[config.mk]
export PLATFORM = sky130hd
export DESIGN_NAME = waitable_counter_wait_slots
export DESIGN_NICKNAME = d
export VERILOG_FILES = /design/src/rtl/wcws_pkg.sv /design/src/rtl/wcws_ram.sv /design/src/rtl/wcws_front.sv /design/src/rtl/wcws_queue.sv /design/src/rtl/wcws_back.sv /design/src/rtl/waitable_counter_wait_slots.sv
export VERILOG_INCLUDE_DIRS = /design/src /design/src/rtl
export SDC_FILE = /design/constraint.sdc
export NUM_CORES = 2
export LEC_CHECK = 0
export ABC_AREA = 1
export BUFFER_PORTS_ARGS = -buffer_cell sky130_fd_sc_hd__buf_2
export CAP_MARGIN = 20
export CELL_PAD_IN_SITES_DETAIL_PLACEMENT = 1
export CELL_PAD_IN_SITES_GLOBAL_PLACEMENT = 2
export CORE_ASPECT_RATIO = 0.8
export CORE_MARGIN = 2
export CORE_UTILIZATION = 46
export CTS_BUF_LIST = sky130_fd_sc_hd__clkbuf_4 sky130_fd_sc_hd__clkbuf_8 sky130_fd_sc_hd__clkbuf_16
export DETAILED_ROUTE_END_ITERATION = 6
export PLACE_DENSITY = 0.95
export SLEW_MARGIN = 30
export SYNTH_ARGS = -nofsm -noshare
export SYNTH_HDL_FRONTEND = slang
export SYNTH_SLANG_ARGS = --single-unit
[constraint.sdc]
create_clock -name clk -period 24.1 [get_ports clk]
set_input_delay 0 -clock clk [delete_from_list [all_inputs] [get_ports clk]]
set_output_delay 0 -clock clk [all_outputs]
set_load 0.02 [all_outputs]
[src/rtl/waitable_counter_wait_slots_assert.svh]
// ----------------------------------------------------------------------------
// waitable counter assertion macros
// Wraps concurrent assertions so that synthesis builds see empty bodies.
// Users must have clk and rst in scope.
// ----------------------------------------------------------------------------
`ifndef WAITABLE_COUNTER_WAIT_SLOTS_ASSERT_SVH
`define WAITABLE_COUNTER_WAIT_SLOTS_ASSERT_SVH
`ifndef SYNTH
// property must hold at every clock outside reset
`define WCWS_ASSERT(lbl, prop) \
  lbl: assert property (@(posedge clk) disable iff (rst) prop) \
    else $error("wcws assertion failed");
// condition must never be seen outside reset
`define WCWS_NEVER(lbl, expr) \
  lbl: assert property (@(posedge clk) disable iff (rst) !(expr)) \
    else $error("wcws forbidden condition seen");
`else
`define WCWS_ASSERT(lbl, prop)
`define WCWS_NEVER(lbl, expr)
`endif
`endif

[src/rtl/wcws_pkg.sv]
// ----------------------------------------------------------------------------
// wcws_pkg
// Shared types and constants of the waitable counter with wait slots.
// ----------------------------------------------------------------------------
package wcws_pkg;

  // field widths
  localparam int COUNT_W    = 32;
  localparam int FIBER_W    = 16;
  localparam int IN_DATA_W  = 80;
  localparam int IN_USER_W  = 2;
  localparam int OUT_DATA_W = 48;
  localparam int OUT_USER_W = 3;

  // command queue between front and back
  localparam int QUEUE_DEPTH = 2;
  localparam int Q_PTR_W     = 1;
  localparam int Q_CNT_W     = 2;

  // operation codes on the input tuser
  typedef enum logic [1:0] {
    OP_ADD = 2'd0,
    OP_SUB = 2'd1,
    OP_REG = 2'd2,
    OP_NOP = 2'd3
  } op_t;

  // result kinds on the output tuser
  typedef enum logic [2:0] {
    KIND_ACK       = 3'd0,
    KIND_RELEASED  = 3'd1,
    KIND_STORED    = 3'd2,
    KIND_SATISFIED = 3'd3,
    KIND_FULL      = 3'd4
  } kind_t;

  // back end sequencer states
  typedef enum logic [2:0] {
    ST_IDLE,
    ST_MATCH,
    ST_REL_PICK,
    ST_REL_EMIT,
    ST_EMIT_LAST
  } state_t;

  // classified command
  typedef struct packed {
    op_t                op;
    logic [COUNT_W-1:0] amount;
    logic [FIBER_W-1:0] fiber;
    logic [COUNT_W-1:0] target;
  } cmd_t;

  // one result beat
  typedef struct packed {
    kind_t              kind;
    logic [FIBER_W-1:0] fiber;
    logic [COUNT_W-1:0] prior;
    logic               last;
  } res_t;

endpackage

[src/rtl/wcws_ram.sv]
// ----------------------------------------------------------------------------
// wcws_ram
// Generic single write port, single read port RAM with registered read.
// ----------------------------------------------------------------------------
module wcws_ram #(
  parameter int WIDTH = 16,
  parameter int DEPTH = 16,
  parameter int AW    = (DEPTH > 1) ? $clog2(DEPTH) : 1
) (
  input  logic             clk,
  input  logic             we,
  input  logic [AW-1:0]    waddr,
  input  logic [WIDTH-1:0] wdata,
  input  logic             re,
  input  logic [AW-1:0]    raddr,
  output logic [WIDTH-1:0] rdata
);

  logic [WIDTH-1:0] mem [DEPTH];

  // write port and registered read port
  always_ff @(posedge clk) begin
    if (we) begin
      mem[waddr] <= wdata;
    end
    if (re) begin
      rdata <= mem[raddr];
    end
  end

endmodule

[src/rtl/wcws_front.sv]
// ----------------------------------------------------------------------------
// wcws_front
// Input stage: takes beats, drops unused operations, hands commands to the
// queue.
// ----------------------------------------------------------------------------
module wcws_front (
  input  logic                           clk,
  input  logic                           rst,
  input  logic                           s_tvalid,
  output logic                           s_tready,
  // amount, fiber_id, target_value
  input  logic [wcws_pkg::IN_DATA_W-1:0] s_tdata,
  // operation
  input  logic [wcws_pkg::IN_USER_W-1:0] s_tuser,
  input  logic                           q_full,
  output logic                           q_push,
  output wcws_pkg::cmd_t                 q_cmd
);
  import wcws_pkg::*;

  logic held;
  cmd_t held_cmd;
  cmd_t in_cmd;
  logic in_take;

  // unpack the beat
  always_comb begin
    in_cmd.op     = op_t'(s_tuser[1:0]);
    in_cmd.amount = s_tdata[31:0];
    in_cmd.fiber  = s_tdata[47:32];
    in_cmd.target = s_tdata[79:48];
  end

  assign s_tready = !held || !q_full;
  assign in_take  = s_tvalid && s_tready;
  assign q_push   = held && !q_full;
  assign q_cmd    = held_cmd;

  // holding register, unused operation codes never enter it
  always_ff @(posedge clk) begin
    if (rst) begin
      held <= 1'b0;
    end else if (in_take) begin
      held <= (in_cmd.op != OP_NOP);
    end else if (q_push) begin
      held <= 1'b0;
    end
  end

  always_ff @(posedge clk) begin
    if (in_take) begin
      held_cmd <= in_cmd;
    end
  end

endmodule

[src/rtl/wcws_queue.sv]
// ----------------------------------------------------------------------------
// wcws_queue
// Short command queue that lets front and back stall on their own.
// ----------------------------------------------------------------------------
`include "waitable_counter_wait_slots_assert.svh"
module wcws_queue (
  input  logic           clk,
  input  logic           rst,
  input  logic           push,
  input  wcws_pkg::cmd_t push_cmd,
  output logic           full,
  input  logic           pop,
  output logic           valid,
  output wcws_pkg::cmd_t pop_cmd
);
  import wcws_pkg::*;

  cmd_t               entry [QUEUE_DEPTH];
  logic [Q_PTR_W-1:0] wr_ptr;
  logic [Q_PTR_W-1:0] rd_ptr;
  logic [Q_CNT_W-1:0] fill;

  assign full    = (fill == Q_CNT_W'(QUEUE_DEPTH));
  assign valid   = (fill != '0);
  assign pop_cmd = entry[rd_ptr];

  // pointers and fill level
  always_ff @(posedge clk) begin
    if (rst) begin
      wr_ptr <= '0;
      rd_ptr <= '0;
      fill   <= '0;
    end else begin
      if (push) begin
        wr_ptr <= (wr_ptr == Q_PTR_W'(QUEUE_DEPTH - 1)) ? '0 : wr_ptr + 1'b1;
      end
      if (pop) begin
        rd_ptr <= (rd_ptr == Q_PTR_W'(QUEUE_DEPTH - 1)) ? '0 : rd_ptr + 1'b1;
      end
      if (push && !pop) begin
        fill <= fill + 1'b1;
      end else if (pop && !push) begin
        fill <= fill - 1'b1;
      end
    end
  end

  // entry storage
  always_ff @(posedge clk) begin
    if (push) begin
      entry[wr_ptr] <= push_cmd;
    end
  end

  // checks
  `WCWS_NEVER(a_q_overfill, fill > Q_CNT_W'(QUEUE_DEPTH))
  `WCWS_NEVER(a_q_push_full, push && full)
  `WCWS_NEVER(a_q_pop_empty, pop && !valid)

endmodule

[src/rtl/wcws_back.sv]
// ----------------------------------------------------------------------------
// wcws_back
// Execution stage: counter, wait slot lanes, release sequencer and output
// register.
// ----------------------------------------------------------------------------
`include "waitable_counter_wait_slots_assert.svh"
module wcws_back #(
  parameter int WAIT_SLOTS = 16
) (
  input  logic                            clk,
  input  logic                            rst,
  input  logic                            q_valid,
  input  wcws_pkg::cmd_t                  q_cmd,
  output logic                            q_pop,
  output logic                            m_tvalid,
  input  logic                            m_tready,
  // fiber_id_out, prior_count
  output logic [wcws_pkg::OUT_DATA_W-1:0] m_tdata,
  // kind
  output logic [wcws_pkg::OUT_USER_W-1:0] m_tuser,
  output logic                            m_tlast
);
  import wcws_pkg::*;

  localparam int IDX_W = (WAIT_SLOTS > 1) ? $clog2(WAIT_SLOTS) : 1;

  state_t               state;
  state_t               state_next;
  logic [COUNT_W-1:0]   count;
  logic [COUNT_W-1:0]   count_sum;
  logic [WAIT_SLOTS-1:0] slot_free;
  logic [COUNT_W-1:0]   slot_target [WAIT_SLOTS];
  logic [WAIT_SLOTS-1:0] pend;
  logic [WAIT_SLOTS-1:0] match_vec;
  logic [IDX_W-1:0]     free_idx;
  logic [IDX_W-1:0]     pend_idx;
  logic                 any_free;
  logic                 any_pend;
  logic                 is_update;
  logic                 out_ok;
  kind_t                reg_kind;
  res_t                 last_res;
  res_t                 out_res;
  logic                 out_valid;
  logic [FIBER_W-1:0]   ram_rdata;
  logic                 slot_we;
  logic                 do_update;
  logic                 do_register;
  logic                 do_match;
  logic                 do_release;
  logic                 load_rel;
  logic                 load_last;

  // index of the lowest set bit
  function automatic logic [IDX_W-1:0] low_idx(input logic [WAIT_SLOTS-1:0] v);
    logic [WAIT_SLOTS-1:0] one_hot;
    logic [IDX_W-1:0]      idx;
    one_hot = v & (~v + 1'b1);
    idx     = '0;
    for (int i = 0; i < WAIT_SLOTS; i++) begin
      if (one_hot[i]) begin
        idx = idx | IDX_W'(i);
      end
    end
    return idx;
  endfunction

  // per-lane target compare
  always_comb begin
    match_vec = '0;
    for (int i = 0; i < WAIT_SLOTS; i++) begin
      match_vec[i] = !slot_free[i] && (slot_target[i] == count);
    end
  end

  assign free_idx  = low_idx(slot_free);
  assign pend_idx  = low_idx(pend);
  assign any_free  = |slot_free;
  assign any_pend  = |pend;
  assign out_ok    = !out_valid || m_tready;
  assign is_update = (q_cmd.op == OP_ADD) || (q_cmd.op == OP_SUB);
  assign count_sum = (q_cmd.op == OP_SUB) ? count - q_cmd.amount : count + q_cmd.amount;
  assign slot_we   = do_register && any_free;

  // register answer
  always_comb begin
    if (!any_free) begin
      reg_kind = KIND_FULL;
    end else if (q_cmd.target == count) begin
      reg_kind = KIND_SATISFIED;
    end else begin
      reg_kind = KIND_STORED;
    end
  end

  // next state
  always_comb begin
    state_next = state;
    case (state)
      ST_IDLE: begin
        if (q_valid) begin
          state_next = is_update ? ST_MATCH : ST_EMIT_LAST;
        end
      end
      ST_MATCH:    state_next = ST_REL_PICK;
      ST_REL_PICK: state_next = any_pend ? ST_REL_EMIT : ST_EMIT_LAST;
      ST_REL_EMIT: begin
        if (out_ok) begin
          state_next = ST_REL_PICK;
        end
      end
      ST_EMIT_LAST: begin
        if (out_ok) begin
          state_next = ST_IDLE;
        end
      end
      default: state_next = ST_IDLE;
    endcase
  end

  // sequencer controls
  always_comb begin
    q_pop       = 1'b0;
    do_update   = 1'b0;
    do_register = 1'b0;
    do_match    = 1'b0;
    do_release  = 1'b0;
    load_rel    = 1'b0;
    load_last   = 1'b0;
    case (state)
      ST_IDLE: begin
        q_pop       = q_valid;
        do_update   = q_valid && is_update;
        do_register = q_valid && !is_update;
      end
      ST_MATCH:     do_match   = 1'b1;
      ST_REL_PICK:  do_release = any_pend;
      ST_REL_EMIT:  load_rel   = out_ok;
      ST_EMIT_LAST: load_last  = out_ok;
      default: ;
    endcase
  end

  // control state
  always_ff @(posedge clk) begin
    if (rst) begin
      state     <= ST_IDLE;
      count     <= '0;
      slot_free <= '1;
      pend      <= '0;
      out_valid <= 1'b0;
    end else begin
      state <= state_next;
      if (do_update) begin
        count <= count_sum;
      end
      if (slot_we && (reg_kind == KIND_STORED)) begin
        slot_free[free_idx] <= 1'b0;
      end
      if (do_release) begin
        slot_free[pend_idx] <= 1'b1;
      end
      if (do_match) begin
        pend <= match_vec;
      end else if (do_release) begin
        pend[pend_idx] <= 1'b0;
      end
      if (load_rel || load_last) begin
        out_valid <= 1'b1;
      end else if (m_tready) begin
        out_valid <= 1'b0;
      end
    end
  end

  // targets, final result and output beat
  always_ff @(posedge clk) begin
    if (slot_we) begin
      slot_target[free_idx] <= q_cmd.target;
    end
    if (do_update) begin
      last_res <= '{kind: KIND_ACK, fiber: '0, prior: count, last: 1'b1};
    end else if (do_register) begin
      last_res <= '{kind: reg_kind, fiber: q_cmd.fiber, prior: '0, last: 1'b1};
    end
    if (load_rel) begin
      out_res <= '{kind: KIND_RELEASED, fiber: ram_rdata, prior: '0, last: 1'b0};
    end else if (load_last) begin
      out_res <= last_res;
    end
  end

  // fiber index store, read one released slot at a time
  wcws_ram #(
    .WIDTH(FIBER_W),
    .DEPTH(WAIT_SLOTS),
    .AW   (IDX_W)
  ) u_fiber_ram (
    .clk  (clk),
    .we   (slot_we),
    .waddr(free_idx),
    .wdata(q_cmd.fiber),
    .re   (do_release),
    .raddr(pend_idx),
    .rdata(ram_rdata)
  );

  assign m_tvalid = out_valid;
  assign m_tdata  = {out_res.prior, out_res.fiber};
  assign m_tuser  = out_res.kind;
  assign m_tlast  = out_res.last;

  // checks
  `WCWS_NEVER(a_pend_occupied, |(pend & slot_free))
  `WCWS_ASSERT(a_last_kind, out_valid |-> (out_res.last == (out_res.kind != KIND_RELEASED)))
  `WCWS_ASSERT(a_count_hold, (state != ST_IDLE) |=> $stable(count))

endmodule

[src/rtl/waitable_counter_wait_slots.sv]
// ----------------------------------------------------------------------------
// waitable_counter_wait_slots
// Shared 32-bit counter with a table of wait slots that release fibers.
// ----------------------------------------------------------------------------
//  port group   dir   tdata                          tuser          tlast
//  s_*          in    amount, fiber_id, target_value operation      -
//  m_*          out   fiber_id_out, prior_count      kind           last
//
//  An add or subtract steps through match, then a release pick and emit per
//  released waiter, then the last emit; a register command goes straight to
//  the last emit. Emits wait out output stalls. The release sequencer reads
//  one slot at a time through the fiber RAM. Reset clears the counter and frees
//  every slot. Input and output stall independently through a 2-deep command queue.
// ----------------------------------------------------------------------------
module waitable_counter_wait_slots #(
  parameter int WAIT_SLOTS = 16
) (
  input  logic                            clk,
  input  logic                            rst,
  input  logic                            s_tvalid,
  output logic                            s_tready,
  // amount [31:0], fiber_id [47:32], target_value [79:48]
  input  logic [wcws_pkg::IN_DATA_W-1:0]  s_tdata,
  // operation [1:0]
  input  logic [wcws_pkg::IN_USER_W-1:0]  s_tuser,
  output logic                            m_tvalid,
  input  logic                            m_tready,
  // fiber_id_out [15:0], prior_count [47:16]
  output logic [wcws_pkg::OUT_DATA_W-1:0] m_tdata,
  // kind [2:0]
  output logic [wcws_pkg::OUT_USER_W-1:0] m_tuser,
  output logic                            m_tlast
);
  import wcws_pkg::*;

  logic q_push;
  logic q_full;
  logic q_pop;
  logic q_valid;
  cmd_t push_cmd;
  cmd_t pop_cmd;

  // input classification
  wcws_front u_front (
    .clk     (clk),
    .rst     (rst),
    .s_tvalid(s_tvalid),
    .s_tready(s_tready),
    .s_tdata (s_tdata),
    .s_tuser (s_tuser),
    .q_full  (q_full),
    .q_push  (q_push),
    .q_cmd   (push_cmd)
  );

  // command queue
  wcws_queue u_queue (
    .clk     (clk),
    .rst     (rst),
    .push    (q_push),
    .push_cmd(push_cmd),
    .full    (q_full),
    .pop     (q_pop),
    .valid   (q_valid),
    .pop_cmd (pop_cmd)
  );

  // execution
  wcws_back #(
    .WAIT_SLOTS(WAIT_SLOTS)
  ) u_back (
    .clk     (clk),
    .rst     (rst),
    .q_valid (q_valid),
    .q_cmd   (pop_cmd),
    .q_pop   (q_pop),
    .m_tvalid(m_tvalid),
    .m_tready(m_tready),
    .m_tdata (m_tdata),
    .m_tuser (m_tuser),
    .m_tlast (m_tlast)
  );

endmodule

* Word-level counts from Yosys, hierarchy flattened
Memories as Yosys holds them, arrays and structs flattened. A register that Yosys moved wholly into a read port is not among the register bits. Cells that the tools add are included.
Cells by class: bitwise logic cells 9, equality and inequality tests 28, multiplexer cells 73, order comparisons 4, add/sub/neg operators 8, reductions and logical operators 64
Operator list (number):
- 32-bit == test | 17
- 49-bit 2-to-1 mux | 2
- 16-bit 2-to-1 mux | 5
- 33-bit 2-to-1 mux | 2
- 16-bit bitwise AND | 4
- 4-bit 2-to-1 mux | 16
- 16-bit NOT | 4
- 3-bit 2-to-1 mux | 14
- 16-bit by 1-bit adder with 16-bit output (second input constant) | 2
- 32-bit adder | 1
- 32-bit 2-to-1 mux | 1
- 16-bit OR reduction | 2
- 32-bit subtractor | 1
- 1-bit logical AND | 26
- 1-bit 2-to-1 mux | 24
- 1-bit zero test | 22
- 16-bit bitwise OR | 1
- 3-bit case mux with 5 select lines | 1
- 2-bit nonzero test | 7
- 2-bit 2-to-1 mux | 6
- 4-bit by 5-bit less-than comparator with 1-bit output (second input constant) | 2
- 3-bit by 2-bit == test with 1-bit output (second input constant) | 3
- 1-bit demux with 4-bit select | 2
- 4-bit by 1-bit >= comparator with 1-bit output (second input constant) | 2
- 13 further kinds | 19
Storage, ports and cells: output and inout port bits 54, input port bits 86, memories kept 3, flip-flop bits (word level) 258, logic and storage cells 209, RAM bits 932
Memory list:
- u_back.slot_target | depth 16, width 32, read ports 16, clocked after Yosys merged registers in 0, wr ports 1, RTL line wcws_back.sv:32 | logic [COUNT_W-1:0] slot_target [WAIT_SLOTS];
- u_back.u_fiber_ram.mem | depth 16, width 16, read ports 1, clocked after Yosys merged registers in 1, wr ports 1, RTL line wcws_ram.sv:19 | logic [WIDTH-1:0] mem [DEPTH];
- u_queue.entry | depth 2, width 82, read ports 1, clocked after Yosys merged registers in 1, wr ports 1, RTL line wcws_queue.sv:18 | cmd_t entry [QUEUE_DEPTH];

* Longest topological paths before layout
depth after elaboration 28, gate-level depth with buffers 27, mapped depth without buffers 26

* Cells and area by module
Synthesis repeated with hierarchy kept, for this count alone.
Second synthesis, totals: cell total of the unflattened synthesis 4836, area total of the unflattened synthesis 53309.9 µm²
By module, submodules not included:
- wcws_back | area an instance 32703.9 µm², instances 1, cells an instance 3384, sequential area each 19278.5 µm²
- wcws_ram | area an instance 11541.1 µm², instances 1, cells an instance 1074, sequential area each 8167.8 µm²
- wcws_queue | area an instance 6546.3 µm², instances 1, cells an instance 288, sequential area each 5024.8 µm²
- wcws_front | area an instance 2518.7 µm², instances 1, cells an instance 90, sequential area each 2482.4 µm²

* Worst setup path before layout
OpenSTA, ideal clock, no wires.
path type register to register, start point register u_back.state[0], end point memory u_back.slot_target[13][0] (enable), setup time 0.573 ns, stages on the path, launching flop included 9, arrival time 7.395 ns, path slack 16.132 ns, period minus slack after synthesis 7.968 ns, path buffers 1, path through dfxtp_1 -> nor2_1 -> nand2_1 -> nor2_1 -> inv_1 -> nor2_1 -> o21ai_2 -> buf_2 -> nor4_1
On the way: longest elaborated chain between the ends 5
RTL lines:
- from (decl) | RTL line wcws_back.sv:27 | state_t state;
- from (signal assigned) | RTL line wcws_back.sv:153 | state <= state_next;
- 3-bit zero test | RTL line wcws_back.sv:130 | case (state)
- 1-bit 2-to-1 mux | RTL line wcws_back.sv:130
- 1-bit logical AND | RTL line wcws_back.sv:83 | assign slot_we = do_register && any_free;
- 1-bit 2-to-1 mux | RTL line wcws_back.sv:178 | if (slot_we) begin
- 1-bit 2-to-1 mux (not written as such) | RTL line wcws_back.sv:179 | slot_target[free_idx] <= q_cmd.target;
- to (decl) | RTL line wcws_back.sv:32
Every way passes these cells.

==> results.yml <==
yosys:
  synth_top_area_cell: "edfxtp_1"
  yosysUniqueCellTypes: 56
  synth_mux_area_frac: 0
  synth_area_leaders: "edfxtp_1 63%, nand2_1 10%, dfxtp_1 5.0%"
  synth.ff_latch_count: 1207
  synth_ff_type: "edfxtp_1"
  synth_edf_count: 1078
  netlist.area_leader.share: 0.625
  syn_nets: 4747
  yosysWarnings: 0
  synth_top_family_by_area: "simple AND/OR/NAND/NOR gates"
  synth_fa_ha_area_frac: 0.00836
  syn_area_per_cell_sq_um: 11.2
  ys_seq_area_frac: 0.675
  async_reset_ff_frac: 0
  synth_xor_area_frac: 0.0531
  syn_inst: 4627
  synth_compound_area_frac: 0.0614
  netlist_area_sq_um: 51800
  synthSimpleGateAreaFrac: 0.163
sta:
  finalHoldViolCount: 0
  fin_crit_sh: 0.217
  fin_tns_setup_ns: 0
  rsz0062_at_grt: "no"
  max_slew_margin: 0.266
  finalMaxSlewViolations: 0
  timing.fmax_mhz: 191
  setup_violations: 0
  worstMarginPinSlew_ns: 1.10
  timing.final.crit_period_ns: 5.23
  worst_clock_skew_ns: 0.0389
final_layout:
  nNetsFinal: 5058
  areaGrowthSynthToFinish_pct: 15.4
  seq_area_sq_um: 35000
  multi_input_area_sq_um: 15000
  final_common_cell: "nand2_1"
  fin_util: 0.533
  fill_cells: 11771
  drive_above_1_share: 0.107
  layout_common_cells: "1378 x nand2_1, 1078 x edfxtp_1, 272 x nor2_1"
setup_path:
  crit_required_ns: 24.72
  path_max_fanout: 60
  cp-start-kind: "register"
  path_class: "reg2reg"
  reg2regPathDepth: 25
  cp.arrival_ns: 5.85
  end_kind: "register"
power_and_ir_drop:
  power_uw: 7590
  p_per_area_nw_per_um2: 127
  ir_drop_mv: 0.0888
  leakage_uw: 0.0230
clock_network:
  cts-root-buf: "clkbuf_16"
  clock_path_buffers: 3
  clk_latency_ns: 0.75
  clock_sinks: 1207
  numCtsBuffers: 116
  cts_tree: "yes"
  htreeDepth: 3
  clk_pin_slew_worst_paths_ns: 0.07
  post_cts_buffers: 0
floorplan:
  start_util: 0.462
  coreArea_sq_um: 112000
  dieArea_sq_um: 115000
  pin_count: 140
  rows: 110
  die-height_microns: 304
  die_x_microns: 379
global_routing:
  grt_use_total: 0.295
  grt_max_degree: 88
  grt_pass1_wl_mm: 252
  grt_pass1_vias: 39207
  antenna_found_initial: 6
  gr-total-overflow: 0
place:
  dp_hpwl_mm: 105
  gp_congestion: 0.874
  portBuffers: 139
worst_hold_path:
  hold_depth: 2
  hp-class: "in2reg"
routing:
  drc_errors: 0
  wire_per_inst_microns: 26.0
  vias_per_cell: 5.75
  ant_nets: 0
  dr.pass1.iters: 6
  vias: 37695
  drt_iter0_drc: 4470
  wl_mm: 171
job:
  maxCapViolCount: 0
outcome:
  status: "finished clean"
-- stage by stage --
stage | hold slack (ns) | area (sq um) | instances | setup slack [ns]
2_1_floorplan | 0.0989 | 51800 | 4627 | 16.13
3_3_place_gp | 0.177 | 54200 | 6172 | 19.31
3_5_place_dp | 0.178 | 54200 | 6173 | 19.08
4_1_cts | 0.00288 | 59700 | 6548 | 19.02
5_1_grt | 0.0196 | 59700 | 6549 | 18.41
6_report | 0.0264 | 59700 | 6551 | 18.87
-- report_power, final --
part	total [uW]	internal, uW	switching (uW)
sequential	2830	2680	143
combinational	2880	761	2120
clock	1880	1060	822
total	7590	4500	3090
-- sequential cells by signal, summed over array words and instances, names as in the netlist, 2 cells and up, named ones only --
| register | cells |
|---|---|
| u_front.q_cmd | 82 |
| u_back.u_fiber_ram.rdata | 16 |
| u_back.slot_free | 16 |
| u_back.m_tdata | 48 |
| u_back.u_fiber_ram.mem | 256 |
| u_back.pend | 16 |
| u_back.count | 32 |
| u_queue.entry | 164 |
| u_back.last_res | 51 |
| u_back.slot_target | 512 |
| u_queue.fill | 2 |
| u_back.m_tuser | 3 |
| u_back.state | 3 |
-- synthesized netlist by cell type (all sizes together), types with 6 or more instances --
cell and n:
nand3 178, xnor2 123, a21oi 156, nand2 1392
or2 35, nor3 63, edfxtp 1078, nor2 292
a21o 6, nand4 45, a211o 16, o211ai 17
o22ai 19, inv 256, clkinv 14, o2111ai 19
o21ai 259, dfxtp 129, buf 97, xor2 191
ha 33, a211oi 40, clkbuf 98, nor4 39
-- cell type report --
type,instances,share of cell area
Antenna cell,2,0.0000838
Clock buffer,164,0.0564
Clock inverter,53,0.00867
Inverter,270,0.0170
Multi-Input combinational cell,2955,0.251
Sequential cell,1207,0.585
Tap cell,1512,0.0317
Timing Repair Buffer,388,0.0503
-- repair_timing --
action / in CTS / in global routing
hold buffers: 158 / 0
resized for setup: 0 / 0
endpoints found under the hold margin: 114 / 0
-- routing by layer --
| metal | up-vias | share of wire | routed length [microns] | global-route usage |
|---|---|---|---|---|
| li1 | 16483 | - | - | - |
| met1 | 19079 | 0.42 | 71700 | 0.421 |
| met2 | 1817 | 0.46 | 78100 | 0.462 |
| met3 | 312 | 0.093 | 15900 | 0.0543 |
| met4 | 4 | 0.027 | 4670 | 0.0827 |
| met5 | - | 0.00065 | 111 | 0 |
-- cell families (layout without fill, tap and decap cells) --
kind of cell / after synthesis / in the layout
adder cells (fa/ha/maj): 34 / 34
buffers and inverters: 465 / 875
XOR/XNOR: 314 / 314
AO/OA/AOI/OAI: 556 / 556
other: 0 / 2
flip-flops: 1207 / 1207
AND/OR/NAND/NOR: 2051 / 2051
-- worst max-delay path, stage by stage, from the launching register on --
cell and delay (ns):
dfxtp_4 0.46, inv_2 0.30, buf_4 0.59, nand2_1 0.15
nand2_1 0.16, ha_1 0.16, inv_1 0.05, nor2_1 0.16
nand2_1 0.15, nor2_2 0.18, nand4_1 0.23, nor2_2 0.28
nand3_1 0.19, o211ai_1 0.20, nand2_1 0.09, ha_1 0.37
a21oi_1 0.24, o21ai_0 0.16, a21oi_1 0.16, nand2_1 0.06
a21oi_1 0.25, nand3_1 0.15, nand2_1 0.08, nor2_1 0.04
nor2_1 0.11, nor2_1 0.06
-- path summary, 6_finish.rpt --
| path | from | to | slack (ns) |
|---|---|---|---|
| max | register | u_back.count[31] | 18.87 |
| min | s_tdata[79] | u_front.q_cmd[31] | 0.03 |
| max reg2reg | register | u_back.count[31] | 18.87 |
| min reg2reg | u_front.q_cmd[68] | u_queue.entry[1][68] | 0.44 |
(Power assumes the default switching activity.)
